$ cat config.mk
export PLATFORM = sky130hd
export DESIGN_NAME = qvr_div_step
export DESIGN_NICKNAME = d
export VERILOG_FILES = /design/src/rtl/qvr_pkg.sv /design/src/rtl/qvr_div_step.sv
export SDC_FILE = /design/constraint.sdc
export NUM_CORES = 1
export LEC_CHECK = 0
export ABC_AREA = 0
export BUFFER_PORTS_ARGS = -buffer_cell sky130_fd_sc_hd__buf_2
export CAP_MARGIN = 20
export CORE_AREA = 2 2 188 190
export CTS_CLUSTER_SIZE = 14
export DETAILED_ROUTE_END_ITERATION = 8
export DIE_AREA = 0 0 190 192
export GPL_ROUTABILITY_DRIVEN = 0
export GPL_TIMING_DRIVEN = 0
export PLACE_DENSITY_LB_ADDON = 0.12
export SLEW_MARGIN = 20
export SYNTH_ARGS = -nofsm -noshare
export SYNTH_HDL_FRONTEND = slang
export SYNTH_SLANG_ARGS = --single-unit
$ cat constraint.sdc
create_clock -name clk_i -period 6.75 [get_ports clk_i]
set_input_delay 0 -clock clk_i [delete_from_list [all_inputs] [get_ports clk_i]]
set_output_delay 0 -clock clk_i [all_outputs]
set_load 0.05 [all_outputs]
$ cat src/rtl/qvr_pkg.sv
// ----------------------------------------------------------------------------
// qvr_pkg
// Shared constants and types of the quaternion vector rotator.
// ----------------------------------------------------------------------------
`timescale 1ns / 1ps
`default_nettype none

package qvr_pkg;

  // Quaternion component width, signed fixed point
  localparam int unsigned QUAT_W = 16;
  // Squared norm: sum of four squares
  localparam int unsigned DEN_W  = 2 * QUAT_W + 1;

  typedef logic [DEN_W-1:0] qvr_den_t;

  typedef struct packed {
    logic neg_x;
    logic neg_y;
    logic neg_z;
    logic zero;
  } qvr_flags_t;

endpackage

`default_nettype wire

$ cat src/rtl/qvr_div_step.sv
// ----------------------------------------------------------------------------
// qvr_div_step
// One restoring division stage: one quotient bit for each of three lanes.
// ----------------------------------------------------------------------------
`timescale 1ns / 1ps
`default_nettype none

module qvr_div_step #(
  parameter int unsigned VEC_WIDTH = 16,
  parameter int unsigned SHIFT     = 0
) (
  input  logic                                   clk_i,
  input  logic                                   rst_ni,
  input  logic                                   vld_i,
  output logic                                   rdy_o,
  input  logic [2:0][qvr_pkg::DEN_W+VEC_WIDTH:0] rem_i,
  input  logic [2:0][VEC_WIDTH:0]                quo_i,
  input  qvr_pkg::qvr_den_t                      den_i,
  input  qvr_pkg::qvr_flags_t                    flags_i,
  output logic                                   vld_o,
  input  logic                                   rdy_i,
  output logic [2:0][qvr_pkg::DEN_W+VEC_WIDTH:0] rem_o,
  output logic [2:0][VEC_WIDTH:0]                quo_o,
  output qvr_pkg::qvr_den_t                      den_o,
  output qvr_pkg::qvr_flags_t                    flags_o
);

  localparam int unsigned RW = qvr_pkg::DEN_W + VEC_WIDTH + 1;
  localparam int unsigned QB = VEC_WIDTH + 1;

  logic                vld_q;
  logic                vld_d;
  logic [RW:0]         den_sh;
  logic [RW:0]         diff   [3];
  logic [2:0][RW-1:0]  rem_d;
  logic [2:0][RW-1:0]  rem_q;
  logic [2:0][QB-1:0]  quo_d;
  logic [2:0][QB-1:0]  quo_q;
  qvr_pkg::qvr_den_t   den_q;
  qvr_pkg::qvr_flags_t flg_q;

  assign rdy_o  = !vld_q || rdy_i;
  assign vld_d  = rdy_o ? vld_i : vld_q;
  assign den_sh = (RW + 1)'(den_i) << SHIFT;

  always_comb begin
    for (int l = 0; l < 3; l++) begin
      diff[l]  = {1'b0, rem_i[l]} - den_sh;
      rem_d[l] = diff[l][RW] ? rem_i[l] : diff[l][RW-1:0];
      quo_d[l] = {quo_i[l][QB-2:0], !diff[l][RW]};
    end
  end

  always_ff @(posedge clk_i or negedge rst_ni) begin
    if (!rst_ni) begin
      vld_q <= 1'b0;
    end else begin
      vld_q <= vld_d;
    end
  end

  always_ff @(posedge clk_i) begin
    if (rdy_o && vld_i) begin
      rem_q <= rem_d;
      quo_q <= quo_d;
      den_q <= den_i;
      flg_q <= flags_i;
    end
  end

  assign vld_o   = vld_q;
  assign rem_o   = rem_q;
  assign quo_o   = quo_q;
  assign den_o   = den_q;
  assign flags_o = flg_q;

endmodule

`default_nettype wire

## Word-level counts from Yosys, hierarchy flattened

Index checks and enable logic that the tools add are counted.

- Input port bits: 242
- Logic and storage cells: 24
- Bits in registers: 239

- Reduce and logical (&&, ||, !) cells: 6
- Muxes and demuxes: 3
- Add/subtract/negate cells: 3

Operators by type and width:

| operator | count |
|---|---|
| 50-bit by 33-bit subtractor with 51-bit output | 3 |
| 50-bit 2-to-1 mux | 3 |
| 1-bit zero test | 4 |
| 1-bit logical AND | 1 |
| 1-bit logical OR | 1 |

## Longest topological paths before layout

- Depth after elaboration: 3
- Depth in mapped cells: 15
- Depth with buffers taken out: 14

## Least setup slack after synthesis

OpenSTA, ideal clock, no wires.

- Kind: flip-flop to flip-flop
- From: reg vld_q (netlist: vld_o)
- To: reg den_q[0] (netlist: den_o[0]) (enable)
- Data arrival time: 6.535 ns
- Cell stages (with the launch flop): 3
- Period minus slack after synthesis: 7.163 ns
- Setup slack: -0.413 ns
- Cell sequence: dfrtp_1 nand2b_1 and2_1

- Word-level cells in the longest chain between the ends: 3

Ends and longest elaborated chain:

| what | line | source |
|---|---|---|
| from (decl) | qvr_div_step.sv:31 | `logic vld_q;` |
| from (signal assigned) | qvr_div_step.sv:58 | `vld_q <= vld_d;` |
| 1-bit zero test | qvr_div_step.sv:42 | `assign rdy_o = !vld_q \|\| rdy_i;` |
| 1-bit logical OR | qvr_div_step.sv:42 |  |
| net rdy_o | qvr_div_step.sv:15 | `output logic rdy_o,` |
| 1-bit logical AND | qvr_div_step.sv:63 | `if (rdy_o && vld_i) begin` |
| to (signal assigned) | qvr_div_step.sv:66 | `den_q <= den_i;` |
| to (decl) | qvr_div_step.sv:39 | `qvr_pkg::qvr_den_t den_q;` |

The timed path passes the listed nets, and every way through them passes these cells.
A chain may end at the register's enable or synchronous reset.

==> flow_summary.ini <==
[sta]
finalMaxSlewViolations = 0
setup_viol = 0
max_freq_mhz = 226
post-route-period-util_pct = 65.5
tns_ps = 0
rsz0062_at_grt = false
fin_worst_skew_ps = 21.3
hold_viol = 0
slew_headroom_pct = 43.5
max_slew.worst_pin.slew_ps = 840
min_period_ps = 4420

[setup_path]
worstSetupPathType = in2reg
crit_family = compound AO/OA/AOI/OAI gates
path_cells = dlygate4sd3_1, buf_2, inv_1, ha_1, inv_1, fa_1, a211oi_1, o21ai_0, a211oi_1, o21ai_1, a221o_1, o21ai_1, o311ai_4, nor4_1, xor2_1, dlygate4sd3_1
crit_buf_inv = 5
cpPeakStageDelay_ps = 590
start_kind = primary input
cp.arrival_ps = 4700
crit_path_max_fanout = 7
crit_path_end_kind = flip-flop
slowest_stage = dlygate4sd3_1
cp.required_ps = 7030

[power_and_ir_drop]
ir_worst_vdd_uv = 204
p_per_area_nw_per_um2 = 227
p_leak_nw = 8.95

[clock_tree]
cts_root_buf = clkbuf_16
clock_latency_ps = 560
cts_resized = 0
htreeDepth = 1
cts.sinks = 239
clkTransAtPathRegs_ps = 60
clock_path_buffers = 3
cts_buffers = 27
cts_tree = done

[run_status]
status = complete, no violations

[layout]
fin_cells = 2669
area_growth_pct = 45.4
drive_gt1_share_pct = 25.8
final_util_pct = 62.4
multi_input_area_um2 = 7090
register_area_um2 = 7170
nets = 2532
stdcell_area_um2 = 21400
fill_cells = 2846

[floorplan]
start_util_pct = 42.9
fp-row-count = 68
die_x_um = 190
die_h_um = 192
die_area_um2 = 36500
coreArea_um2 = 34300
ios = 482

[yosys]
ys_warn_count = 0
yosys.area_share.xor_xnor_pct = 7.91
synth_compound_area_share_pct = 17.5
synth.area.mux_share_pct = 0.612
netlist_area_um2 = 14700
synth_edf_count = 238
synth_top_family_by_area = compound AO/OA/AOI/OAI gates
async_reset_ff_share_pct = 0.418
ys_seq_area_share_pct = 48.7
ys_types = 74
synth_cells = 1409
ys_ff_latch = 239
synth_fa_ha_area_share_pct = 8.83
synth_fp_nets = 1753
synth_area_per_cell_um2 = 10.4
synthFlopType = edfxtp_1
yosys.area_share.simple_pct = 13.4

[place]
place_hpwl_um = 39200
port_buffers = 478
dp_cells = 2347
placed_area_um2 = 17800

[route]
ant_nets = 0
drc = 0
wl_per_cell_um = 19.6
drt_first_pass_iters = 5
wirelength_um = 52300
avgViaCountPerCell = 5.34
first_iter_violations = 1049
num_vias = 14243

[grt]
grt-ovfl-total = 0
grt_max_degree = 59
grt.total_usage_pct = 27.4
antenna_found_initial = 7
first_global_vias = 13840
grt_pass1_wl_um = 76900

[job]
cap_violations = 0

[worst_hold_path]
hold_path.class = in2reg
[layout make-up]
cell class,instances,area share (%)
Antenna cell,7,0.0819
Buffer,45,0.965
Clock buffer,33,3.26
Clock inverter,15,0.930
Inverter,65,1.14
Multi-Input combinational cell,1060,33.2
Sequential cell,239,33.5
Tap cell,455,2.66
Timing Repair Buffer,750,24.3
[placed cells by master (no fill, tap or decap), types with 20 or more instances in the layout]
| master | n |
|---|---|
| nor4_1 | 20 |
| a21o_1 | 33 |
| xor2_1 | 74 |
| inv_1 | 62 |
| edfxtp_1 | 238 |
| a21oi_1 | 123 |
| clkbuf_16 | 27 |
| o21bai_1 | 25 |
| ha_1 | 99 |
| nand3_1 | 22 |
| nand2_1 | 141 |
| nor3_1 | 37 |
| o21ai_0 | 118 |
| clkbuf_1 | 36 |
| nand4_1 | 20 |
| buf_2 | 487 |
| nor2_1 | 81 |
| dlygate4sd3_1 | 267 |
| xnor2_1 | 57 |
[repair_timing]
action	4_1_cts	5_1_grt
setup buffers	0	0
hold buffers	267	0
endpoints found under the hold margin	238	0
[routing by layer]
layer,vias to the layer above,global-route usage (%),routed length (µm)
met5,-,0,0
met4,0,9.48,1770
met3,90,3.82,3280
met2,561,50.4,26400
met1,6741,32.8,20900
li1,6851,-,-
[metrics by stage]
stage / setup slack, ps / power (mW) / hold slack, ps
2_1_floorplan: 2210 / 2.83 / -296
3_5_place_dp: 2840 / 3.21 / -221
4_1_cts: 2420 / 4.87 / 134
5_1_grt: 2130 / 5.04 / 146
3_3_place_gp: 1610 / 3.21 / -224
6_report: 2330 / 4.85 / 158
[report_power, final]
part	leakage, nW	switching (mW)	internal [mW]
combinational	6.24	0.987	0.512
clock	0.441	0.596	0.921
sequential	2.27	0.0303	1.80
[cells in the mapped netlist (4+ instances only)]
cell type	instances	share of area, %
ha_1	99	8.4
o211ai_1	9	0.46
o31ai_1	8	0.41
xnor2_1	57	3.4
or4_1	6	0.31
a21o_1	33	1.7
xor2_1	74	4.4
clkbuf_1	30	0.77
and3_1	14	0.60
buf_4	5	0.26
a41oi_1	6	0.36
a211oi_1	15	0.77
mux2_2	7	0.54
o21a_1	15	0.77
inv_1	62	1.6
nor4_1	20	0.85
or3_1	14	0.60
nand3_1	22	0.75
nor3_1	37	1.3
o21ai_0	118	4.0
nand2_1	141	3.6
edfxtp_1	238	49
nand4_1	20	0.85
or2_2	5	0.21
o21ai_1	7	0.24
nor2b_1	12	0.51
o21bai_1	25	1.3
buf_2	9	0.31
nor2_1	81	2.1
o41ai_1	5	0.30
nand2b_1	11	0.47
a31oi_1	11	0.47
a21oi_1	123	4.2
and2_1	6	0.26
o31a_1	4	0.24
[path summary, 6_finish.rpt]
kind / cells past startpoint / to / start / slack [ps]
worst min register to register: 2 / quo_o[13] / vld_o / 800
worst min-delay path: 2 / quo_o[28] / quo_i[27] / 160
worst max-delay path: 16 / rem_o[98] / rem_i[50] / 2330
max in group asynchronous: 3 / vld_o / rst_ni / 6280
min in group asynchronous: 3 / vld_o / rst_ni / 350
worst max register to register: 5 / rem_o[117] / vld_o / 4810
[cells by family after synthesis]
| group | Yosys count |
|---|---|
| adders and majority gates | 102 |
| buffers and inverters | 110 |
| DFF | 239 |
| AOI/OAI and AO/OA | 412 |
| muxes | 8 |
| and+or+nand+nor | 406 |
| xor gates and xnor gates | 132 |
[registers in the layout, summed over array words and instances (netlist names)]
name,count
flags_o,4
den_o,33
vld_o,1
quo_o,51
rem_o,150
Note: power is estimated with default switching activity, not from simulation.
