[src/rtl/qvr_pkg.sv]
// ----------------------------------------------------------------------------
// qvr_pkg
// Shared constants and types of the quaternion vector rotator.
// ----------------------------------------------------------------------------
`timescale 1ns / 1ps
`default_nettype none

package qvr_pkg;

  // Quaternion component width, signed fixed point
  localparam int unsigned QUAT_W = 16;
  // Squared norm: sum of four squares
  localparam int unsigned DEN_W  = 2 * QUAT_W + 1;

  typedef logic [DEN_W-1:0] qvr_den_t;

  typedef struct packed {
    logic neg_x;
    logic neg_y;
    logic neg_z;
    logic zero;
  } qvr_flags_t;

endpackage

`default_nettype wire

[src/rtl/qvr_if.sv]
// ----------------------------------------------------------------------------
// qvr_if
// Item channels of the rotator: quaternion and vector in, rotated vector out.
// ----------------------------------------------------------------------------
`timescale 1ns / 1ps
`default_nettype none


interface qvr_out_if #(
  parameter int unsigned VEC_WIDTH = 16
);
  logic                        valid;
  logic                        ready;
  logic signed [VEC_WIDTH-1:0] rot_x;
  logic signed [VEC_WIDTH-1:0] rot_y;
  logic signed [VEC_WIDTH-1:0] rot_z;
  logic                        clipped;
  logic                        zero_norm;

  modport source (
    output valid, rot_x, rot_y, rot_z, clipped, zero_norm,
    input  ready
  );
  modport sink (
    input  valid, rot_x, rot_y, rot_z, clipped, zero_norm,
    output ready
  );
endinterface

`default_nettype wire

[src/rtl/qvr_round_sat.sv]
// ----------------------------------------------------------------------------
// qvr_round_sat
// Output stage: round half away from zero, apply sign, saturate, register.
// ----------------------------------------------------------------------------
`timescale 1ns / 1ps
`default_nettype none

module qvr_round_sat #(
  parameter int unsigned VEC_WIDTH = 16
) (
  input  logic                    clk_i,
  input  logic                    rst_ni,
  input  logic                    vld_i,
  output logic                    rdy_o,
  input  logic [2:0][VEC_WIDTH:0] quo_i,
  input  qvr_pkg::qvr_flags_t     flags_i,
  qvr_out_if.source               res_o
);

  localparam int unsigned VW = VEC_WIDTH;
  localparam int unsigned QB = VW + 1;
  localparam logic [QB-1:0] MAX_POS = {2'b00, {(VW - 1){1'b1}}};
  localparam logic [QB-1:0] MAX_NEG = {2'b01, {(VW - 1){1'b0}}};
  localparam logic [VW-1:0] SAT_POS = {1'b0, {(VW - 1){1'b1}}};
  localparam logic [VW-1:0] SAT_NEG = {1'b1, {(VW - 1){1'b0}}};

  logic                vld_q;
  logic                vld_d;
  logic [QB:0]         inc    [3];
  logic [QB-1:0]       rnd    [3];
  logic [QB-1:0]       neg_v  [3];
  logic [2:0]          sgn;
  logic [2:0]          sat;
  logic [2:0][VW-1:0]  rot_d;
  logic [2:0][VW-1:0]  rot_q;
  logic                clip_d;
  logic                clip_q;
  logic                zero_q;

  assign sgn = {flags_i.neg_z, flags_i.neg_y, flags_i.neg_x};

  always_comb begin
    for (int l = 0; l < 3; l++) begin
      inc[l]   = (QB + 1)'(quo_i[l]) + (QB + 1)'(1);
      rnd[l]   = inc[l][QB:1];
      neg_v[l] = QB'(0) - rnd[l];
      if (sgn[l]) begin
        sat[l]   = rnd[l] > MAX_NEG;
        rot_d[l] = sat[l] ? SAT_NEG : neg_v[l][VW-1:0];
      end else begin
        sat[l]   = rnd[l] > MAX_POS;
        rot_d[l] = sat[l] ? SAT_POS : rnd[l][VW-1:0];
      end
      if (flags_i.zero) begin
        rot_d[l] = '0;
      end
    end
    clip_d = |sat && !flags_i.zero;
  end

  assign rdy_o = !vld_q || res_o.ready;
  assign vld_d = rdy_o ? vld_i : vld_q;

  always_ff @(posedge clk_i or negedge rst_ni) begin
    if (!rst_ni) begin
      vld_q <= 1'b0;
    end else begin
      vld_q <= vld_d;
    end
  end

  always_ff @(posedge clk_i) begin
    if (rdy_o && vld_i) begin
      rot_q  <= rot_d;
      clip_q <= clip_d;
      zero_q <= flags_i.zero;
    end
  end

  assign res_o.valid     = vld_q;
  assign res_o.rot_x     = rot_q[0];
  assign res_o.rot_y     = rot_q[1];
  assign res_o.rot_z     = rot_q[2];
  assign res_o.clipped   = clip_q;
  assign res_o.zero_norm = zero_q;

endmodule

`default_nettype wire

[src/flat_wrapper.sv]
// flat-port wrapper written by rule: the top's interface ports become plain ports
module qvr_round_sat_flat 
#(
  parameter int unsigned VEC_WIDTH = 16
)
  (clk_i, rst_ni, vld_i, rdy_o, quo_i, flags_i, res_o_valid, res_o_rot_x, res_o_rot_y, res_o_rot_z, res_o_clipped, res_o_zero_norm, res_o_ready);
  qvr_out_if #(.VEC_WIDTH(VEC_WIDTH)) res_o_i ();
  input  logic clk_i;
  input  logic rst_ni;
  input  logic vld_i;
  output logic rdy_o;
  input  logic [2:0][VEC_WIDTH:0] quo_i;
  input  qvr_pkg::qvr_flags_t flags_i;
  output wire logic [$bits(res_o_i.valid)-1:0] res_o_valid;
  output wire logic [$bits(res_o_i.rot_x)-1:0] res_o_rot_x;
  output wire logic [$bits(res_o_i.rot_y)-1:0] res_o_rot_y;
  output wire logic [$bits(res_o_i.rot_z)-1:0] res_o_rot_z;
  output wire logic [$bits(res_o_i.clipped)-1:0] res_o_clipped;
  output wire logic [$bits(res_o_i.zero_norm)-1:0] res_o_zero_norm;
  input wire logic [$bits(res_o_i.ready)-1:0] res_o_ready;
  assign res_o_valid = res_o_i.valid;
  assign res_o_rot_x = res_o_i.rot_x;
  assign res_o_rot_y = res_o_i.rot_y;
  assign res_o_rot_z = res_o_i.rot_z;
  assign res_o_clipped = res_o_i.clipped;
  assign res_o_zero_norm = res_o_i.zero_norm;
  assign res_o_i.ready = res_o_ready;
  qvr_round_sat #(.VEC_WIDTH(VEC_WIDTH)) u_core (.clk_i(clk_i), .rst_ni(rst_ni), .vld_i(vld_i), .rdy_o(rdy_o), .quo_i(quo_i), .flags_i(flags_i), .res_o(res_o_i));
endmodule
[config.mk]
export PLATFORM = sky130hd
export DESIGN_NAME = qvr_round_sat_flat
export DESIGN_NICKNAME = d
export VERILOG_FILES = /design/src/rtl/qvr_pkg.sv /design/src/rtl/qvr_if.sv /design/src/rtl/qvr_round_sat.sv /design/src/flat_wrapper.sv
export SDC_FILE = /design/constraint.sdc
export NUM_CORES = 1
export LEC_CHECK = 0
export ABC_AREA = 1
export ABC_CLOCK_PERIOD_IN_PS = 5800
export BUFFER_PORTS_ARGS = -buffer_cell sky130_fd_sc_hd__buf_4
export CAP_MARGIN = 25
export CORE_ASPECT_RATIO = 0.7
export CORE_MARGIN = 2
export CORE_UTILIZATION = 55
export CTS_CLUSTER_SIZE = 24
export DETAILED_ROUTE_END_ITERATION = 6
export PLACE_DENSITY = 0.81
export SETUP_SLACK_MARGIN = 0.3
export SYNTH_ARGS = -nofsm -noshare
export SYNTH_HDL_FRONTEND = slang
export SYNTH_SLANG_ARGS = --single-unit
[constraint.sdc]
create_clock -name clk_i -period 5.8 [get_ports clk_i]
set_clock_uncertainty 0.1 [all_clocks]
set_input_delay 0.29 -clock clk_i [delete_from_list [all_inputs] [get_ports clk_i]]
set_output_delay 0.29 -clock clk_i [all_outputs]
set_load 0.01 [all_outputs]
Word-level counts from Yosys, hierarchy flattened
Cells that the tools add are included.

cells by class
  magnitude comparators = 6
  muxes and demuxes = 12
  reduce and logical (&&, ||, !) cells = 6
  $add $sub $neg = 6

operator list
  kind                                                                               count
  16-bit 2-to-1 mux                                                                  9
  17-bit by 1-bit adder with 18-bit output, second input constant                    3
  17-bit by 15-bit greater-than comparator with 1-bit output, second input constant  3
  17-bit by 16-bit greater-than comparator with 1-bit output, second input constant  3
  1-bit by 16-bit subtractor with 16-bit output, first input constant                3
  1-bit 2-to-1 mux                                                                   3
  3-bit OR reduction                                                                 1
  1-bit logical AND                                                                  2
  1-bit logical NOT                                                                  2
  1-bit logical OR                                                                   1

storage, ports and cells
  output and inout port bits = 52
  bits in registers = 51

Logic depth before layout (Yosys ltp)
  depth in word-level cells = 5
  gate-level depth with buffers = 20

Least setup slack after synthesis
No wires, ideal clock.

  path kind = register -> register
  start = register u_core.vld_q (netlist: u_core.res_o.valid)
  end = register u_core.clip_q (netlist: u_core.res_o.clipped) (enable)
  cell stages (with the launch flop) = 2
  clock period less this slack = 3.472 ns
  data required time = 5.226 ns
  setup time = 0.474 ns
  slack = 2.328 ns
  arrival time = 2.898 ns
  buffers on the path = 0
  cells stage by stage = dfrtp_1 -> a21oi_1

between the ends
  word-level cells in the longest chain between the ends = 3

ends and longest elaborated chain
  what                      RTL line             source
  start: declaration        qvr_round_sat.sv:27  logic vld_q;
  start signal: assignment  qvr_round_sat.sv:68  vld_q <= vld_d;
  1-bit logical NOT         qvr_round_sat.sv:61  assign rdy_o = !vld_q || res_o.ready;
  1-bit logical OR          qvr_round_sat.sv:61
  1-bit logical AND         qvr_round_sat.sv:73  if (rdy_o && vld_i) begin
  end signal: assignment    qvr_round_sat.sv:75  clip_q <= clip_d;
  end: declaration          qvr_round_sat.sv:37  logic clip_q;

Every way passes these cells.
A chain may end at the register's enable or synchronous reset.

Worst setup path in the final report
  start = input port quo_i[17] in the netlist's numbering
  end = register u_core.clip_q (netlist: u_core.res_o.clipped), data pin

between the ends
  word-level cells in the longest chain between the ends = 5

ends and longest elaborated chain
  what                                                                                                                                             RTL line                                  source
  start: declaration                                                                                                                               flat_wrapper.sv:12                        input logic [2:0][VEC_WIDTH:0] quo_i;
  17-bit by 1-bit adder with 18-bit output *                                                                                                       qvr_round_sat.sv:44                       inc[l] = (QB + 1)'(quo_i[l]) + (QB + 1)'(1);
  17-bit by 15-bit greater-than comparator with 1-bit output / 17-bit by 16-bit greater-than comparator with 1-bit output (equally long branches)  qvr_round_sat.sv:51, qvr_round_sat.sv:48
  1-bit 2-to-1 mux *                                                                                                                               qvr_round_sat.sv:47                       if (sgn[l]) begin
  3-bit OR reduction *                                                                                                                             qvr_round_sat.sv:58                       clip_d = |sat && !flags_i.zero;
  1-bit logical AND *                                                                                                                              qvr_round_sat.sv:58
  named net u_core.clip_d                                                                                                                          qvr_round_sat.sv:36                       logic clip_d;

Mark *: on every way through the listed nets, which the timed path passes. The rest lies on a longest branch.

==> results.yml <==
outcome:
  status: "completed"
logic_synthesis:
  synth.cell_area_mm2: 0.00529
  async_flop_share_pct: 1.96
  synth-warning-count: 0
  synth-seq-cells: 51
  synth_edf_count: 50
  syn_avg_cell_area_um2: 6.78
  synthCells: 781
  synthesis.nets: 849
  synthDistinctLibCells: 46
  synth_ff_type: "edfxtp_1"
  seq_area_frac_synth_pct: 28.8
power:
  pwr-share-seq_pct: 42.1
  p_switching_w: 0.000341
  p_leak_nw: 2.90
  power_frac_clock_pct: 28.0
  p_int_w: 0.000713
  totalPowerFinal_w: 0.00105
  swShare_pct: 32.4
  vdd_drop_max_v: 0.000129
  combPwrFrac_pct: 30.0
  p_per_area_mw_per_mm2: 167
placement:
  port_buffers: 110
  dp_hpwl_um: 11600
  gp_congestion: 0.920
  place_ws_ns: 2.86
routing:
  via_count: 5676
  post-route-drc-count: 0
  routedWlPerCell_um: 14.6
  totalWireLength_um: 14700
  drt_iter0_markers: 740
  first_pass_iters: 5
  avgViaCountPerCell: 5.63
  drtAntennaViolNets: 0
clocking:
  cts_hold_buf: 1
  cts_sinks: 51
  clock_latency_ns: 0.30
  post-cts-setup-buffer-count: 0
  cts_tree: "built"
  clock_tree.root_cell: "clkbuf_16"
  cts_max_level: 2
  cts_buffers: 5
  clk_pin_slew_ns: 0.07
  cts.repair.resized: 0
  cts_buffer_depth: 2
global_route:
  grt_first_pass_wirelength_um: 23900
  grt_max_degree: 51
  grtUsageTotal_pct: 28.4
  grt_overflow: 0
  antenna_found_initial: 0
  grt_pass1_vias: 5083
finish:
  seq_area_mm2: 0.00153
  fill_cells: 773
  fin_nets: 952
  drive_above_1_share_pct: 24.3
  final_common_cell: "nand2_1"
  multi_input_area_mm2: 0.00329
  diodes: 0
  final_cell_mix: "nand2_1, buf_4, inv_1"
  area_growth_pct: 19.6
die:
  dieArea_mm2: 0.0104
  die_x_um: 121
  placementRows: 29
  pin_count: 111
  initial_core_util_pct: 57.4
  die_h_um: 86.1
  core_mm2: 0.00922
timing:
  worst_slack_ns: 3.14
  rsz0062_at_grt: "no"
  setup_violations: 0
  tightest_slew_ns: 0.635
  hold_viol_final: 0
  tns_ns: 0
  maxSlewViolCount: 0
  clock.fmax_mhz: 376
  max-slew-margin-rel_pct: 57.7
  fin_crit_sh_pct: 45.8
  fin_crit_ns: 2.66
worst_setup_path:
  crit_type: "primary input to flop"
  worst_ep_required_time_ns: 5.88
  end_kind: "flop"
  crit_arrival_ns: 2.74
  critical_path_peak_fanout: 13
  start_kind: "primary input"
worst_hold_path:
  min_path_type: "primary input to flop"
job:
  max-cap-violations: 0
[layout make-up]
class	count	share of cell area, %
inverters	101	5.99
clock inverters	1	0.0791
well taps	124	2.45
multi-input cells	613	51.9
clock buffers	7	2.10
repair buffers	112	13.3
flip-flops and latches	51	24.1
[metrics by stage]
stage	std cells	hold WS (ns)	area, um2	utilization (%)
final	1009	0.134	6330	68.7
after global routing	1009	0.147	6330	68.7
after CTS	1009	0.139	6330	68.7
after detailed placement	1000	-0.0315	6180	67.1
after global placement	1000	-0.0347	6180	67.1
after floorplan	781	-0.106	5290	-
[per-layer routing]
layer | vias to the layer above | global-route usage (%) | part of all wire [%]
met4 | 0 | 5.64 | 1.5
met2 | 243 | 46.2 | 45
met1 | 2647 | 39.9 | 45
li1 | 2763 | - | -
met3 | 23 | 5.45 | 7.6
met5 | - | 0 | 0
[cells in the mapped netlist, types with 2 or more instances]
| library cell | count | area share [%] |
|---|---|---|
| a21oi_4 | 2 | 0.61 |
| xnor2_1 | 5 | 0.83 |
| buf_6 | 2 | 0.43 |
| a21oi_2 | 4 | 0.66 |
| nor3_1 | 5 | 0.47 |
| nand3_4 | 3 | 0.99 |
| inv_2 | 12 | 0.85 |
| nor2_1 | 69 | 4.9 |
| o21bai_1 | 5 | 0.71 |
| nand3b_1 | 4 | 0.57 |
| o21ai_2 | 2 | 0.33 |
| buf_4 | 2 | 0.28 |
| or2_2 | 5 | 0.59 |
| a21oi_1 | 45 | 4.3 |
| nand2_4 | 2 | 0.43 |
| nand4_1 | 26 | 3.1 |
| nand3_1 | 70 | 6.6 |
| o21ai_0 | 37 | 3.5 |
| edfxtp_1 | 50 | 28 |
| nand2_2 | 27 | 3.2 |
| ha_1 | 9 | 2.1 |
| buf_1 | 2 | 0.14 |
| nand2_1 | 213 | 15 |
| dlygate4sd3_1 | 2 | 0.38 |
| inv_1 | 88 | 6.2 |
| xor2_1 | 22 | 3.6 |
| buf_2 | 2 | 0.19 |
| o21ai_1 | 13 | 1.2 |
| nand3_2 | 9 | 1.7 |
| clkbuf_1 | 4 | 0.28 |
| nor2_2 | 14 | 1.7 |
| nor2_4 | 12 | 2.6 |
[worst paths after layout]
kind | slack [ns] | from | cells after the start | end
worst min-delay path | 0.13 | vld_i | 3 | u_core.res_o.valid
worst max-delay path | 3.14 | quo_i[17] | 21 | u_core.res_o.clipped
min in group asynchronous | 0.20 | rst_ni | 2 | u_core.res_o.valid
worst min register to register | 0.49 | u_core.res_o.valid | 2 | u_core.res_o.valid
worst max register to register | 4.21 | u_core.res_o.valid | 2 | u_core.res_o.rot_z[11]
max in group asynchronous | 5.32 | rst_ni | 2 | u_core.res_o.valid
[power groups by stage]
| stage | Clock [W] | Sequential (W) | Combinational (W) |
|---|---|---|---|
| finish | 0.000295 | 0.000443 | 0.000316 |
| global route | 0.000309 | 0.000445 | 0.000348 |
| CTS | 0.000296 | 0.000443 | 0.000313 |
| detailed placement | 0 | 0.000450 | 0.000311 |
| global placement | 0 | 0.000451 | 0.000301 |
| floorplan | 0 | 0.000462 | 0.000178 |
[flip-flops by register name, summed over array words and instances, names as in the netlist]
name / count
u_core.res_o.rot_x: 16
u_core.res_o.valid: 1
u_core.res_o.clipped: 1
u_core.res_o.rot_y: 16
u_core.res_o.zero_norm: 1
u_core.res_o.rot_z: 16
[worst max-delay path: stages]
cell	delay, ns
buf_4	0.12
ha_1	0.23
inv_1	0.08
nand2_1	0.05
nand2_1	0.12
inv_1	0.08
ha_1	0.20
or2_2	0.29
nor2_1	0.08
nand2_1	0.05
nor2_1	0.10
nand2_1	0.06
nor2_1	0.10
nand3_1	0.10
nand2_1	0.30
nand2_1	0.16
nand2_1	0.09
inv_1	0.05
nand3_1	0.08
nand2_1	0.05
inv_1	0.05
[kinds of logic (layout without fill, tap and decap cells)]
family | count (synthesis) | count (layout) | synth area share, %
buf+inv | 117 | 221 | 9.25
compound gates | 113 | 113 | 12.2
flops | 51 | 51 | 28.8
simple gates | 462 | 462 | 42.5
fa+ha+maj | 9 | 9 | 2.13
xor+xnor | 29 | 29 | 5.08
(Power assumes the default switching activity.)
